**src/hw/rtl/y2r_pkg.sv**
```systemverilog
// package with widths, coefficients and stage payload types for the yuv to rgb block
package y2r_pkg;

  localparam int unsigned ChanW  = 8;   // every sample and color channel
  localparam int unsigned ChromW = 17;  // chroma products, signed
  localparam int unsigned SumW   = 19;  // 256y plus chroma term, signed
  localparam int unsigned GrayW  = 24;  // weighted gray sum, unsigned, never overflows

  localparam logic signed [ChromW-1:0] CoefRv = 17'sd358;
  localparam logic signed [ChromW-1:0] CoefGu = 17'sd88;
  localparam logic signed [ChromW-1:0] CoefGv = 17'sd182;
  localparam logic signed [ChromW-1:0] CoefBu = 17'sd453;

  // bt.601 luminance weights in q0.16
  localparam logic [GrayW-1:0] GrayR = 24'd19589;
  localparam logic [GrayW-1:0] GrayG = 24'd38444;
  localparam logic [GrayW-1:0] GrayB = 24'd7509;

  typedef logic [ChanW-1:0] chan_t;

  typedef struct packed {
    chan_t luma_first;
    chan_t luma_second;
    chan_t chroma_u;
    chan_t chroma_v;
    chan_t prev_luma_first;
    chan_t prev_luma_second;
    chan_t prev_chroma_u;
    chan_t prev_chroma_v;
  } pix_t;

  typedef struct packed {
    chan_t                    luma_first;
    chan_t                    luma_second;
    logic signed [ChromW-1:0] cr;
    logic signed [ChromW-1:0] cg;
    logic signed [ChromW-1:0] cb;
    logic                     write_first;
    logic                     write_second;
  } chroma_t;

  typedef struct packed {
    chan_t r;
    chan_t g;
    chan_t b;
  } rgb_t;

  typedef struct packed {
    rgb_t first;
    logic write_first;
    rgb_t second;
    logic write_second;
  } rgb_pair_t;

  typedef struct packed {
    logic [GrayW-1:0] r;
    logic [GrayW-1:0] g;
    logic [GrayW-1:0] b;
  } gray_prod_t;

  typedef struct packed {
    rgb_pair_t  color;
    gray_prod_t prod_first;
    gray_prod_t prod_second;
  } gray_mul_t;

endpackage

```
**src/hw/rtl/y2r_if.sv**
```systemverilog
// valid/ready channel interfaces for pixel pairs, rgb results and the config write

interface y2r_pair_if import y2r_pkg::*; ();
  logic  valid;
  logic  ready;
  chan_t luma_first;
  chan_t luma_second;
  chan_t chroma_u;
  chan_t chroma_v;
  chan_t prev_luma_first;
  chan_t prev_luma_second;
  chan_t prev_chroma_u;
  chan_t prev_chroma_v;

  modport source (
    output valid, luma_first, luma_second, chroma_u, chroma_v,
           prev_luma_first, prev_luma_second, prev_chroma_u, prev_chroma_v,
    input  ready
  );
  modport sink (
    input  valid, luma_first, luma_second, chroma_u, chroma_v,
           prev_luma_first, prev_luma_second, prev_chroma_u, prev_chroma_v,
    output ready
  );
endinterface

interface y2r_rgb_if import y2r_pkg::*; ();
  logic  valid;
  logic  ready;
  chan_t red_first;
  chan_t green_first;
  chan_t blue_first;
  logic  write_first;
  chan_t red_second;
  chan_t green_second;
  chan_t blue_second;
  logic  write_second;

  modport source (
    output valid, red_first, green_first, blue_first, write_first,
           red_second, green_second, blue_second, write_second,
    input  ready
  );
  modport sink (
    input  valid, red_first, green_first, blue_first, write_first,
           red_second, green_second, blue_second, write_second,
    output ready
  );
endinterface

interface y2r_cfg_if;
  logic valid;
  logic ready;
  logic gray_mode;

  modport source (output valid, gray_mode, input ready);
  modport sink (input valid, gray_mode, output ready);
endinterface

```
**src/hw/rtl/yuv_to_rgb_pixel_pair_skip.sv**
```systemverilog
// top level of the pixel pair yuv to rgb converter with change flags
//
// Converts one pixel pair (two lumas sharing one u/v sample) to clamped
// bt.601 rgb per beat, and flags each pixel for writing unless its luma and
// the shared chroma equal the previous frame's samples. A four-stage pipeline
// (chroma products, rgb sum and clamp, gray weight products, gray sum and
// select) accepts one beat every cycle unless it is full and the output is
// stalled; a pair is registered by each stage in turn. Each stage has its own
// valid bit and a ready that is high whenever the stage is empty or is being
// drained, so bubbles close up and a stalled output only backs up the input
// once all four stages hold data. gray_mode should only be written while the
// pipeline is empty; the config channel is always ready.
module yuv_to_rgb_pixel_pair_skip import y2r_pkg::*; (
  input  logic  clk_i,
  input  logic  rst_ni,
  y2r_pair_if.sink  pix_i,
  y2r_rgb_if.source rgb_o,
  y2r_cfg_if.sink   cfg_i
);

  // gray mode register, written by config beats
  logic gray_mode_q, gray_mode_d;

  // stage handshakes and payloads
  pix_t      pix_data;
  logic      s1_valid, s1_ready;
  chroma_t   s1_data;
  logic      s2_valid, s2_ready;
  rgb_pair_t s2_data;
  logic      s3_valid, s3_ready;
  gray_mul_t s3_data;
  logic      s4_valid;
  rgb_pair_t s4_data;

  assign cfg_i.ready = 1'b1;
  assign gray_mode_d = cfg_i.valid ? cfg_i.gray_mode : gray_mode_q;

  always_ff @(posedge clk_i or negedge rst_ni) begin
    if (!rst_ni) begin
      gray_mode_q <= 1'b0;
    end else begin
      gray_mode_q <= gray_mode_d;
    end
  end

  // gather input fields into the stage payload
  always_comb begin
    pix_data.luma_first       = pix_i.luma_first;
    pix_data.luma_second      = pix_i.luma_second;
    pix_data.chroma_u         = pix_i.chroma_u;
    pix_data.chroma_v         = pix_i.chroma_v;
    pix_data.prev_luma_first  = pix_i.prev_luma_first;
    pix_data.prev_luma_second = pix_i.prev_luma_second;
    pix_data.prev_chroma_u    = pix_i.prev_chroma_u;
    pix_data.prev_chroma_v    = pix_i.prev_chroma_v;
  end

  // stage 1: chroma products and change flags
  y2r_chroma_stage u_chroma (
    .clk_i   (clk_i),
    .rst_ni  (rst_ni),
    .valid_i (pix_i.valid),
    .ready_o (pix_i.ready),
    .data_i  (pix_data),
    .valid_o (s1_valid),
    .ready_i (s1_ready),
    .data_o  (s1_data)
  );

  // stage 2: per-pixel rgb, floor and clamp
  y2r_rgb_stage u_rgb (
    .clk_i   (clk_i),
    .rst_ni  (rst_ni),
    .valid_i (s1_valid),
    .ready_o (s1_ready),
    .data_i  (s1_data),
    .valid_o (s2_valid),
    .ready_i (s2_ready),
    .data_o  (s2_data)
  );

  // stage 3: luminance weight multiplies
  y2r_gray_mul u_gray_mul (
    .clk_i   (clk_i),
    .rst_ni  (rst_ni),
    .valid_i (s2_valid),
    .ready_o (s2_ready),
    .data_i  (s2_data),
    .valid_o (s3_valid),
    .ready_i (s3_ready),
    .data_o  (s3_data)
  );

  // stage 4: gray sum, mode select, output register
  y2r_gray_out u_gray_out (
    .clk_i       (clk_i),
    .rst_ni      (rst_ni),
    .gray_mode_i (gray_mode_q),
    .valid_i     (s3_valid),
    .ready_o     (s3_ready),
    .data_i      (s3_data),
    .valid_o     (s4_valid),
    .ready_i     (rgb_o.ready),
    .data_o      (s4_data)
  );

  assign rgb_o.valid        = s4_valid;
  assign rgb_o.red_first    = s4_data.first.r;
  assign rgb_o.green_first  = s4_data.first.g;
  assign rgb_o.blue_first   = s4_data.first.b;
  assign rgb_o.write_first  = s4_data.write_first;
  assign rgb_o.red_second   = s4_data.second.r;
  assign rgb_o.green_second = s4_data.second.g;
  assign rgb_o.blue_second  = s4_data.second.b;
  assign rgb_o.write_second = s4_data.write_second;

  // input only backs up when every stage is full and the output is stalled
  a_ready_only_when_full: assert property (@(posedge clk_i) disable iff (!rst_ni)
    !pix_i.ready |-> (s1_valid && s2_valid && s3_valid && s4_valid && !rgb_o.ready))
    else $error("input stalled with a bubble in the pipeline");

  // a stage whose successor is stalled keeps its beat
  a_s2_holds: assert property (@(posedge clk_i) disable iff (!rst_ni)
    (s2_valid && !s2_ready) |=> s2_valid)
    else $error("stage 2 beat dropped under stall");

  // gray mode puts one value on all three channels of each pixel
  a_gray_equal: assert property (@(posedge clk_i) disable iff (!rst_ni)
    (rgb_o.valid && gray_mode_q) |->
      (rgb_o.red_first == rgb_o.green_first && rgb_o.green_first == rgb_o.blue_first &&
       rgb_o.red_second == rgb_o.green_second && rgb_o.green_second == rgb_o.blue_second))
    else $error("gray output channels differ");

endmodule

```
**src/hw/rtl/y2r_chroma_stage.sv**
```systemverilog
// stage 1: chroma offset removal, chroma products and change flags
module y2r_chroma_stage import y2r_pkg::*; (
  input  logic    clk_i,
  input  logic    rst_ni,
  input  logic    valid_i,
  output logic    ready_o,
  input  pix_t    data_i,
  output logic    valid_o,
  input  logic    ready_i,
  output chroma_t data_o
);

  logic                     valid_q, valid_d, load;
  chroma_t                  data_q, data_d;
  logic signed [ChanW-1:0]  u_s, v_s;
  logic signed [ChromW-1:0] u_x, v_x;
  logic                     chroma_same;

  assign ready_o = !valid_q || ready_i;
  assign load    = valid_i && ready_o;
  assign valid_d = ready_o ? valid_i : valid_q;

  // x - 128 on an 8-bit sample is an msb flip
  assign u_s = signed'({~data_i.chroma_u[ChanW-1], data_i.chroma_u[ChanW-2:0]});
  assign v_s = signed'({~data_i.chroma_v[ChanW-1], data_i.chroma_v[ChanW-2:0]});
  assign u_x = ChromW'(u_s);
  assign v_x = ChromW'(v_s);

  assign chroma_same = (data_i.chroma_u == data_i.prev_chroma_u) &&
                       (data_i.chroma_v == data_i.prev_chroma_v);

  always_comb begin
    data_d.luma_first   = data_i.luma_first;
    data_d.luma_second  = data_i.luma_second;
    data_d.cr           = v_x * CoefRv;
    data_d.cg           = -(u_x * CoefGu) - (v_x * CoefGv);
    data_d.cb           = u_x * CoefBu;
    data_d.write_first  = !(chroma_same && (data_i.luma_first == data_i.prev_luma_first));
    data_d.write_second = !(chroma_same && (data_i.luma_second == data_i.prev_luma_second));
  end

  always_ff @(posedge clk_i or negedge rst_ni) begin
    if (!rst_ni) begin
      valid_q <= 1'b0;
    end else begin
      valid_q <= valid_d;
    end
  end

  always_ff @(posedge clk_i) begin
    if (load) begin
      data_q <= data_d;
    end
  end

  assign valid_o = valid_q;
  assign data_o  = data_q;

endmodule

```
**src/hw/rtl/y2r_rgb_stage.sv**
```systemverilog
// stage 2: luma plus chroma terms, floor shift and clamp for both pixels
module y2r_rgb_stage import y2r_pkg::*; (
  input  logic      clk_i,
  input  logic      rst_ni,
  input  logic      valid_i,
  output logic      ready_o,
  input  chroma_t   data_i,
  output logic      valid_o,
  input  logic      ready_i,
  output rgb_pair_t data_o
);

  // floor(s / 256) clamped to 0..255, read straight off the bits
  function automatic chan_t clamp_shift8(input logic signed [SumW-1:0] s);
    chan_t res;
    if (s[SumW-1]) begin
      res = '0;
    end else if (|s[SumW-2:16]) begin
      res = '1;
    end else begin
      res = s[15:8];
    end
    return res;
  endfunction

  function automatic rgb_t pixel_rgb(input chan_t y, input chroma_t c);
    logic signed [SumW-1:0] base;
    rgb_t                   res;
    base  = SumW'(signed'({1'b0, y, 8'h00}));
    res.r = clamp_shift8(base + SumW'(c.cr));
    res.g = clamp_shift8(base + SumW'(c.cg));
    res.b = clamp_shift8(base + SumW'(c.cb));
    return res;
  endfunction

  logic      valid_q, valid_d, load;
  rgb_pair_t data_q, data_d;

  assign ready_o = !valid_q || ready_i;
  assign load    = valid_i && ready_o;
  assign valid_d = ready_o ? valid_i : valid_q;

  always_comb begin
    data_d.first        = pixel_rgb(data_i.luma_first, data_i);
    data_d.write_first  = data_i.write_first;
    data_d.second       = pixel_rgb(data_i.luma_second, data_i);
    data_d.write_second = data_i.write_second;
  end

  always_ff @(posedge clk_i or negedge rst_ni) begin
    if (!rst_ni) begin
      valid_q <= 1'b0;
    end else begin
      valid_q <= valid_d;
    end
  end

  always_ff @(posedge clk_i) begin
    if (load) begin
      data_q <= data_d;
    end
  end

  assign valid_o = valid_q;
  assign data_o  = data_q;

endmodule

```
**src/hw/rtl/y2r_gray_mul.sv**
```systemverilog
// stage 3: luminance weight products for both pixels, color passed along
module y2r_gray_mul import y2r_pkg::*; (
  input  logic      clk_i,
  input  logic      rst_ni,
  input  logic      valid_i,
  output logic      ready_o,
  input  rgb_pair_t data_i,
  output logic      valid_o,
  input  logic      ready_i,
  output gray_mul_t data_o
);

  function automatic gray_prod_t weigh(input rgb_t c);
    gray_prod_t res;
    res.r = GrayW'(c.r) * GrayR;
    res.g = GrayW'(c.g) * GrayG;
    res.b = GrayW'(c.b) * GrayB;
    return res;
  endfunction

  logic      valid_q, valid_d, load;
  gray_mul_t data_q, data_d;

  assign ready_o = !valid_q || ready_i;
  assign load    = valid_i && ready_o;
  assign valid_d = ready_o ? valid_i : valid_q;

  always_comb begin
    data_d.color       = data_i;
    data_d.prod_first  = weigh(data_i.first);
    data_d.prod_second = weigh(data_i.second);
  end

  always_ff @(posedge clk_i or negedge rst_ni) begin
    if (!rst_ni) begin
      valid_q <= 1'b0;
    end else begin
      valid_q <= valid_d;
    end
  end

  always_ff @(posedge clk_i) begin
    if (load) begin
      data_q <= data_d;
    end
  end

  assign valid_o = valid_q;
  assign data_o  = data_q;

endmodule

```
**src/hw/rtl/y2r_gray_out.sv**
```systemverilog
// stage 4: gray sum and color/gray select into the output register
module y2r_gray_out import y2r_pkg::*; (
  input  logic      clk_i,
  input  logic      rst_ni,
  input  logic      gray_mode_i,
  input  logic      valid_i,
  output logic      ready_o,
  input  gray_mul_t data_i,
  output logic      valid_o,
  input  logic      ready_i,
  output rgb_pair_t data_o
);

  // weights sum to just over 1.0, but 255 * sum stays below 256 << 16,
  // so the top byte is already the clamped value
  function automatic rgb_t gray_of(input gray_prod_t p);
    logic [GrayW-1:0] s;
    rgb_t             res;
    s     = p.r + p.g + p.b;
    res.r = s[GrayW-1:GrayW-ChanW];
    res.g = s[GrayW-1:GrayW-ChanW];
    res.b = s[GrayW-1:GrayW-ChanW];
    return res;
  endfunction

  logic      valid_q, valid_d, load;
  rgb_pair_t data_q, data_d;

  assign ready_o = !valid_q || ready_i;
  assign load    = valid_i && ready_o;
  assign valid_d = ready_o ? valid_i : valid_q;

  always_comb begin
    data_d = data_i.color;
    if (gray_mode_i) begin
      data_d.first  = gray_of(data_i.prod_first);
      data_d.second = gray_of(data_i.prod_second);
    end
  end

  always_ff @(posedge clk_i or negedge rst_ni) begin
    if (!rst_ni) begin
      valid_q <= 1'b0;
    end else begin
      valid_q <= valid_d;
    end
  end

  always_ff @(posedge clk_i) begin
    if (load) begin
      data_q <= data_d;
    end
  end

  assign valid_o = valid_q;
  assign data_o  = data_q;

endmodule

```
**src/flat_wrapper.sv**
```systemverilog
// flat-port wrapper written by rule: the top's interface ports become plain ports
module yuv_to_rgb_pixel_pair_skip_flat import y2r_pkg::*;
  (clk_i, rst_ni, pix_i_valid, pix_i_luma_first, pix_i_luma_second, pix_i_chroma_u, pix_i_chroma_v, pix_i_prev_luma_first, pix_i_prev_luma_second, pix_i_prev_chroma_u, pix_i_prev_chroma_v, pix_i_ready, rgb_o_valid, rgb_o_red_first, rgb_o_green_first, rgb_o_blue_first, rgb_o_write_first, rgb_o_red_second, rgb_o_green_second, rgb_o_blue_second, rgb_o_write_second, rgb_o_ready, cfg_i_valid, cfg_i_gray_mode, cfg_i_ready);
  y2r_pair_if pix_i_i ();
  y2r_rgb_if rgb_o_i ();
  y2r_cfg_if cfg_i_i ();
  input  logic clk_i;
  input  logic rst_ni;
  input wire logic [$bits(pix_i_i.valid)-1:0] pix_i_valid;
  input wire logic [$bits(pix_i_i.luma_first)-1:0] pix_i_luma_first;
  input wire logic [$bits(pix_i_i.luma_second)-1:0] pix_i_luma_second;
  input wire logic [$bits(pix_i_i.chroma_u)-1:0] pix_i_chroma_u;
  input wire logic [$bits(pix_i_i.chroma_v)-1:0] pix_i_chroma_v;
  input wire logic [$bits(pix_i_i.prev_luma_first)-1:0] pix_i_prev_luma_first;
  input wire logic [$bits(pix_i_i.prev_luma_second)-1:0] pix_i_prev_luma_second;
  input wire logic [$bits(pix_i_i.prev_chroma_u)-1:0] pix_i_prev_chroma_u;
  input wire logic [$bits(pix_i_i.prev_chroma_v)-1:0] pix_i_prev_chroma_v;
  output wire logic [$bits(pix_i_i.ready)-1:0] pix_i_ready;
  output wire logic [$bits(rgb_o_i.valid)-1:0] rgb_o_valid;
  output wire logic [$bits(rgb_o_i.red_first)-1:0] rgb_o_red_first;
  output wire logic [$bits(rgb_o_i.green_first)-1:0] rgb_o_green_first;
  output wire logic [$bits(rgb_o_i.blue_first)-1:0] rgb_o_blue_first;
  output wire logic [$bits(rgb_o_i.write_first)-1:0] rgb_o_write_first;
  output wire logic [$bits(rgb_o_i.red_second)-1:0] rgb_o_red_second;
  output wire logic [$bits(rgb_o_i.green_second)-1:0] rgb_o_green_second;
  output wire logic [$bits(rgb_o_i.blue_second)-1:0] rgb_o_blue_second;
  output wire logic [$bits(rgb_o_i.write_second)-1:0] rgb_o_write_second;
  input wire logic [$bits(rgb_o_i.ready)-1:0] rgb_o_ready;
  input wire logic [$bits(cfg_i_i.valid)-1:0] cfg_i_valid;
  input wire logic [$bits(cfg_i_i.gray_mode)-1:0] cfg_i_gray_mode;
  output wire logic [$bits(cfg_i_i.ready)-1:0] cfg_i_ready;
  assign pix_i_i.valid = pix_i_valid;
  assign pix_i_i.luma_first = pix_i_luma_first;
  assign pix_i_i.luma_second = pix_i_luma_second;
  assign pix_i_i.chroma_u = pix_i_chroma_u;
  assign pix_i_i.chroma_v = pix_i_chroma_v;
  assign pix_i_i.prev_luma_first = pix_i_prev_luma_first;
  assign pix_i_i.prev_luma_second = pix_i_prev_luma_second;
  assign pix_i_i.prev_chroma_u = pix_i_prev_chroma_u;
  assign pix_i_i.prev_chroma_v = pix_i_prev_chroma_v;
  assign pix_i_ready = pix_i_i.ready;
  assign rgb_o_valid = rgb_o_i.valid;
  assign rgb_o_red_first = rgb_o_i.red_first;
  assign rgb_o_green_first = rgb_o_i.green_first;
  assign rgb_o_blue_first = rgb_o_i.blue_first;
  assign rgb_o_write_first = rgb_o_i.write_first;
  assign rgb_o_red_second = rgb_o_i.red_second;
  assign rgb_o_green_second = rgb_o_i.green_second;
  assign rgb_o_blue_second = rgb_o_i.blue_second;
  assign rgb_o_write_second = rgb_o_i.write_second;
  assign rgb_o_i.ready = rgb_o_ready;
  assign cfg_i_i.valid = cfg_i_valid;
  assign cfg_i_i.gray_mode = cfg_i_gray_mode;
  assign cfg_i_ready = cfg_i_i.ready;
  yuv_to_rgb_pixel_pair_skip u_core (.clk_i(clk_i), .rst_ni(rst_ni), .pix_i(pix_i_i), .rgb_o(rgb_o_i), .cfg_i(cfg_i_i));
endmodule
```
**config.mk**
```make
export PLATFORM = sky130hd
export DESIGN_NAME = yuv_to_rgb_pixel_pair_skip_flat
export DESIGN_NICKNAME = d
export VERILOG_FILES = /design/src/hw/rtl/y2r_pkg.sv /design/src/hw/rtl/y2r_if.sv /design/src/hw/rtl/yuv_to_rgb_pixel_pair_skip.sv /design/src/hw/rtl/y2r_chroma_stage.sv /design/src/hw/rtl/y2r_rgb_stage.sv /design/src/hw/rtl/y2r_gray_mul.sv /design/src/hw/rtl/y2r_gray_out.sv /design/src/flat_wrapper.sv
export SDC_FILE = /design/constraint.sdc
export NUM_CORES = 1
export LEC_CHECK = 0
export CAP_MARGIN = 20
export CELL_PAD_IN_SITES_DETAIL_PLACEMENT = 1
export CELL_PAD_IN_SITES_GLOBAL_PLACEMENT = 1
export CORE_UTILIZATION = 54
export DETAILED_ROUTE_END_ITERATION = 8
export DONT_BUFFER_PORTS = 1
export GPL_TIMING_DRIVEN = 0
export MAX_ROUTING_LAYER = met4
export PLACE_DENSITY = 0.85
export REMOVE_ABC_BUFFERS = 1
export SLEW_MARGIN = 20
export SYNTH_ARGS = -nofsm -noshare
export SYNTH_HDL_FRONTEND = slang
export SYNTH_SLANG_ARGS = --single-unit
```
**constraint.sdc**
```tcl
create_clock -name clk_i -period 5.9 [get_ports clk_i]
set_input_delay 0.59 -clock clk_i [delete_from_list [all_inputs] [get_ports clk_i]]
set_output_delay 0.59 -clock clk_i [all_outputs]
set_load 0.02 [all_outputs]
```
# ---- Word level (Yosys, flattened, before mapping)
# Index checks and enable logic that the tools add are counted.
dict set report word_totals {
  input_bits 70
  out_inout_bits 53
  register_bits 355
  word_cells 101
}
dict set report op_classes {
  n_eq_ne 4
  n_bitwise 2
  reduce_logical 23
  mul 10
  muxes 8
  addsub 12
}
# op count
set op_table {}
lappend op_table {{adder 17 x 17 -> 18 bit} 6}
lappend op_table {{adder 23 x 24 -> 24 bit} 2}
lappend op_table {{adder 24 x 21 -> 24 bit} 2}
lappend op_table {{two-way mux 24 bit} 2}
lappend op_table {{two-way mux 8 bit} 6}
lappend op_table {{multiplier 8 x 15 -> 23 bit, second input constant} 2}
lappend op_table {{multiplier 8 x 14 -> 22 bit, second input constant} 2}
lappend op_table {{multiplier 8 x 13 -> 21 bit, second input constant} 2}
lappend op_table {{== test 8 bit} 4}
lappend op_table {{multiplier 8 x 10 -> 17 bit, second input constant} 1}
lappend op_table {{negator 16 -> 17 bit} 1}
lappend op_table {{subtractor 17 bit} 1}
lappend op_table {{multiplier 8 x 8 -> 16 bit, second input constant} 1}
lappend op_table {{multiplier 8 x 9 -> 16 bit, second input constant} 1}
lappend op_table {{multiplier 8 x 5 -> 13 bit, second input constant} 1}
lappend op_table {{OR reduction 2 bit} 6}
lappend op_table {{logical AND 1 bit} 7}
lappend op_table {{zero test 1 bit} 6}
lappend op_table {{logical OR 1 bit} 4}
lappend op_table {{NOT 1 bit} 2}

# ---- Logic depth before layout (Yosys ltp)
dict set report depth {
  depth_word 6
  mapped_depth 23
  mapped_depth_nobuf 23
}

# ---- By module
# A second synthesis with hierarchy kept.
dict set report unflattened {
  hier_cells 3034
  area_unflattened_um2 32561.2
}
# mod cells_each area_each_um2 instances seq_area_each_um2
set modules_own_cells {}
lappend modules_own_cells {y2r_gray_mul 1352 15655.0 1 5190.0}
lappend modules_own_cells {y2r_chroma_stage 708 7404.6 1 2006.9}
lappend modules_own_cells {y2r_gray_out 516 5066.1 1 1526.5}
lappend modules_own_cells {y2r_rgb_stage 454 4384.2 1 1526.5}
lappend modules_own_cells {yuv_to_rgb_pixel_pair_skip 4 51.3 1 25.0}

# ---- Least setup slack after synthesis
# OpenSTA, ideal clock, no wires.
dict set report synth_timing {
  path_type {input -> register}
  start {input port pix_i_chroma_v[7]}
  end {register u_core.u_chroma.data_q (netlist bit u_core.u_chroma.data_o[35]), data pin}
  stages 20
  path_buffers 1
  arrival_time_ns 5.070
  slack_ns 0.569
  path_cell_list {clkbuf_1 -> inv_1 -> ha_1 -> inv_1 -> ha_1 -> fa_1 -> inv_1 -> fa_1 -> inv_1 -> ha_1 -> nor3_1 -> o21ai_0 -> a31oi_1 -> xor2_1 -> ha_1 -> ha_1 -> o41ai_1 -> o21ai_0 -> xnor2_1 -> xnor2_1}
}
# item line_no
set synth_lines {}
lappend synth_lines {{start: declaration} flat_wrapper.sv:13} ;# input wire logic [$bits(pix_i_i.chroma_v)-1:0] pix_i_chroma_v;
lappend synth_lines {{end signal: assignment} y2r_chroma_stage.sv:52} ;# data_q <= data_d;
lappend synth_lines {{end: declaration} y2r_chroma_stage.sv:14} ;# chroma_t data_q, data_d;

==> metrics.md <==
| Metric | Value |
|---|---|
| Die width | about 240 µm |
| RR Endpoint | u_core.u_gray_mul.data_o[91] |
| Max-cap violations | 0 |
| Total track usage | between 20% and 30% |
| CP Launch Point | pix_i_chroma_v[0] |
| CTS buffer count | 36 |
| Syn avg cell area | about 11 µm² |
| Most used DFF post-synth | edfxtp_1 |
| Register area share after synthesis | between 30% and 40% |
| Drt pass-1 iters | 7 |
| Origin of the critical flop-to-flop path | u_core.u_rgb.data_o[28] |
| NumNets Final | about 3500 |
| Gr ovfl total | 0 |
| Initial antenna violation count | 8 |
| Sequential cell area | roughly 9600 µm² |
| Clock Sinks | 322 |
| Crit path DAT | roughly 5.8 ns |
| Std cell rows | 85 |
| Worst-skew pair later-pin latency | approximately 0.56 ns |
| Final hold slack | roughly 0.13 ns |
| Layout Area Growth over Synthesis | 7.26% |
| Netlist cell types | 70 |
| IO buf count | 0 |
| Post-synth EDFFs | about 320 |
| CP dominant cell by count | ha_1 |
| Reg2reg setup slack | around 0.74 ns |
| Setup CP Type | primary input to flip-flop |
| DIE AREA | 55400 µm² |
| Skew final | between 0.015 and 0.02 ns |
| Post-DP Area | ~30000 µm² |
| Vias in the first global route | roughly 23000 |
| Drt total wl | 78600 µm |
| Post-CTS Setup Inserts | 0 |
| Multi-input gate area | about 18000 µm² |
| CTS tree | built |
| Outcome | finished, final reports clean |
| Commonest non-fill, non-tap cell in the layout | ha_1 |
| First-pass GRT wire length | roughly 120000 µm |
| Final min period | about 5.5 ns |
| Asr flop ratio synth | approximately 1.6% |
| Max FO, Critical Path | 8 |
| Critical path's largest stage delay | slightly above 0.5 ns |
| Final Slew Violations | 0 |
| DP HPWL | 62700 µm |
| Most frequent cells in the layout | 580 x ha_1, 447 x inv_1, 317 x edfxtp_1 |
| Max Buffers Root-to-Sink | 3 |
| DRC Markers | 0 |
| Final instance area | around 32000 µm² |
| Layout cells sized above 1 | between 3 and 4% |
| CP cell instances | ha_1, fa_1, ha_1, inv_1, fa_1, inv_1, ha_1, a21oi_1, o21bai_1, a21oi_1, xnor2_1, ha_1, ha_1, a21o_1, a21oi_1, a21boi_1, o41ai_1, o21ai_0, xnor2_1, xnor2_1 |
| Avg WL per Cell | 23.1 µm |
| RSZ-0062 raised after global routing | no |
| Post-route ant nets | 0 |
| Worst slew margin | 41.7% |
| Ys Warns | 0 |
| End of the critical path | u_core.u_chroma.data_o[35] |
| Synth Instances | ~2600 |
| Required @ worst endpoint | 6.19 ns |
| Post-cts resize count | 0 |
| Fill count | 5631 |
| H-tree depth | 2 |
| DR iter-0 viols | between 1000 and 1500 |
| Core box area | between 50000 and 60000 µm² |
| Seq cells post-synth | approximately 320 |
| Initial core utilization | between 50% and 60% |
| Routability congestion estimate from global placement | approximately 0.92 |
| Cell area after synthesis | a little under 30000 µm² |
| Startpoint types | primary input |
| Vias per cell | roughly 6 |
| Root buf cell | clkbuf_16 |
| Class of the tightest hold or removal check | primary input to flip-flop |
| Pin count of the biggest net entering global routing | 62 |
| Slew @ Worst Pin | 0.868 ns |
| Setup TNS | 0 ns |
| Final setup fails | 0 |
| R2R cell count | 14 |
| Hold Buf Count CTS | 1 |
| I/O pin count | 123 |
| Critical path endpoint category | flip-flop |
| Hold Fails Final Rpt | 0 |
| Tcrit/Tclk final | between 90 and 100% |
| Final Util | around three fifths |
| Die Y | between 200 and 250 µm |
| Peak Freq | approximately 180 MHz |
| Clk slew on worst S/H paths | about 0.060 ns |
| Total number of vias | a little over 20000 |
| Slowest CP cell | fa_1 |
-- through the flow --
| step | worst slack [ns] | std cells |
|---|---|---|
| 2_1_floorplan | 0.652 | 2631 |
| 4_1_cts | 0.448 | 3396 |
| 5_1_grt | 0.140 | 3398 |
| 3_3_place_gp | -0.775 | 3327 |
| 6_report | 0.439 | 3398 |
| 3_5_place_dp | -0.117 | 3334 |
-- cell families (layout without fill, tap and decap cells) --
kind of cell / Yosys count / count (layout) / synth area share (%)
buf+inv: 464 / 516 / 5.94
simple gates: 358 / 358 / 5.87
fa+ha+maj: 771 / 771 / 37.7
xor+xnor: 215 / 215 / 6.45
flops: 322 / 322 / 32.8
compound gates: 506 / 506 / 10.9
other cells: 1 / 3 / 0.0127
mux: 11 / 11 / 0.408
-- worst min-delay path by stage --
stage | cells after the start | endpoint | slack [ns] | from
2_1_floorplan | 0 | u_core.gray_mode_q | 0.29 | rst_ni
5_1_grt | 0 | u_core.u_chroma.data_o[54] | 0.11 | pix_i_luma_second[1]
3_3_place_gp | 0 | u_core.u_gray_out.valid_o | 0.29 | rst_ni
3_5_place_dp | 0 | u_core.u_gray_out.valid_o | 0.29 | rst_ni
6_report | 0 | u_core.u_chroma.data_o[54] | 0.13 | pix_i_luma_second[1]
4_1_cts | 0 | u_core.u_chroma.data_o[54] | 0.11 | pix_i_luma_second[1]
-- worst max-delay path, delay by kind of cell --
family                     cells  cell delay [ns]
AOI/OAI and AO/OA              8             1.93
adders and majority gates      7             2.64
xor gates and xnor gates       3             0.50
buffers and inverters          2             0.10
-- state kept, by name, summed over array words and instances (netlist names) --
signal	cells
u_core.u_gray_mul.data_o	172
u_core.u_gray_out.data_o	50
u_core.u_rgb.data_o	50
u_core.u_chroma.data_o	45
u_core.gray_mode_q	1
u_core.u_chroma.valid_o	1
u_core.u_gray_mul.valid_o	1
u_core.u_gray_out.valid_o	1
u_core.u_rgb.valid_o	1
-- routing by layer --
layer,up-vias,share of wire (%),track usage (%)
met4,0,4.0,11.2
li1,9256,-,-
met5,-,0,-
met1,10100,39,32.8
met2,601,53,53.9
met3,200,4.7,3.93
-- synthesized netlist by cell type, types with 13 or more instances --
master | n | area share (%)
xor2_1 | 71 | 2.1
nand3_1 | 29 | 0.49
a31oi_1 | 17 | 0.36
nor2b_1 | 22 | 0.47
o21bai_1 | 30 | 0.77
edfxtp_1 | 317 | 32
fa_1 | 191 | 13
a21o_1 | 55 | 1.4
and2_1 | 13 | 0.28
o21ai_0 | 105 | 1.8
nand2_1 | 75 | 0.96
nor2_1 | 106 | 1.4
ha_1 | 580 | 25
a21oi_1 | 171 | 2.9
nand2b_1 | 27 | 0.57
nor3_1 | 33 | 0.56
xnor2_1 | 143 | 4.3
inv_1 | 447 | 5.7
o21a_1 | 33 | 0.84
-- layout make-up --
type	count	area share, %
diodes	2	0.0159
clock buffers	50	3.25
clock inverters	11	0.329
inverters	447	5.32
multi-input cells	1862	57.2
flip-flops and latches	322	30.6
well taps	696	2.76
repair buffers	8	0.595
Power is left out: the tool's default activity adds up to more than one toggle a clock period on the data nets, which glitch-free logic cannot reach.
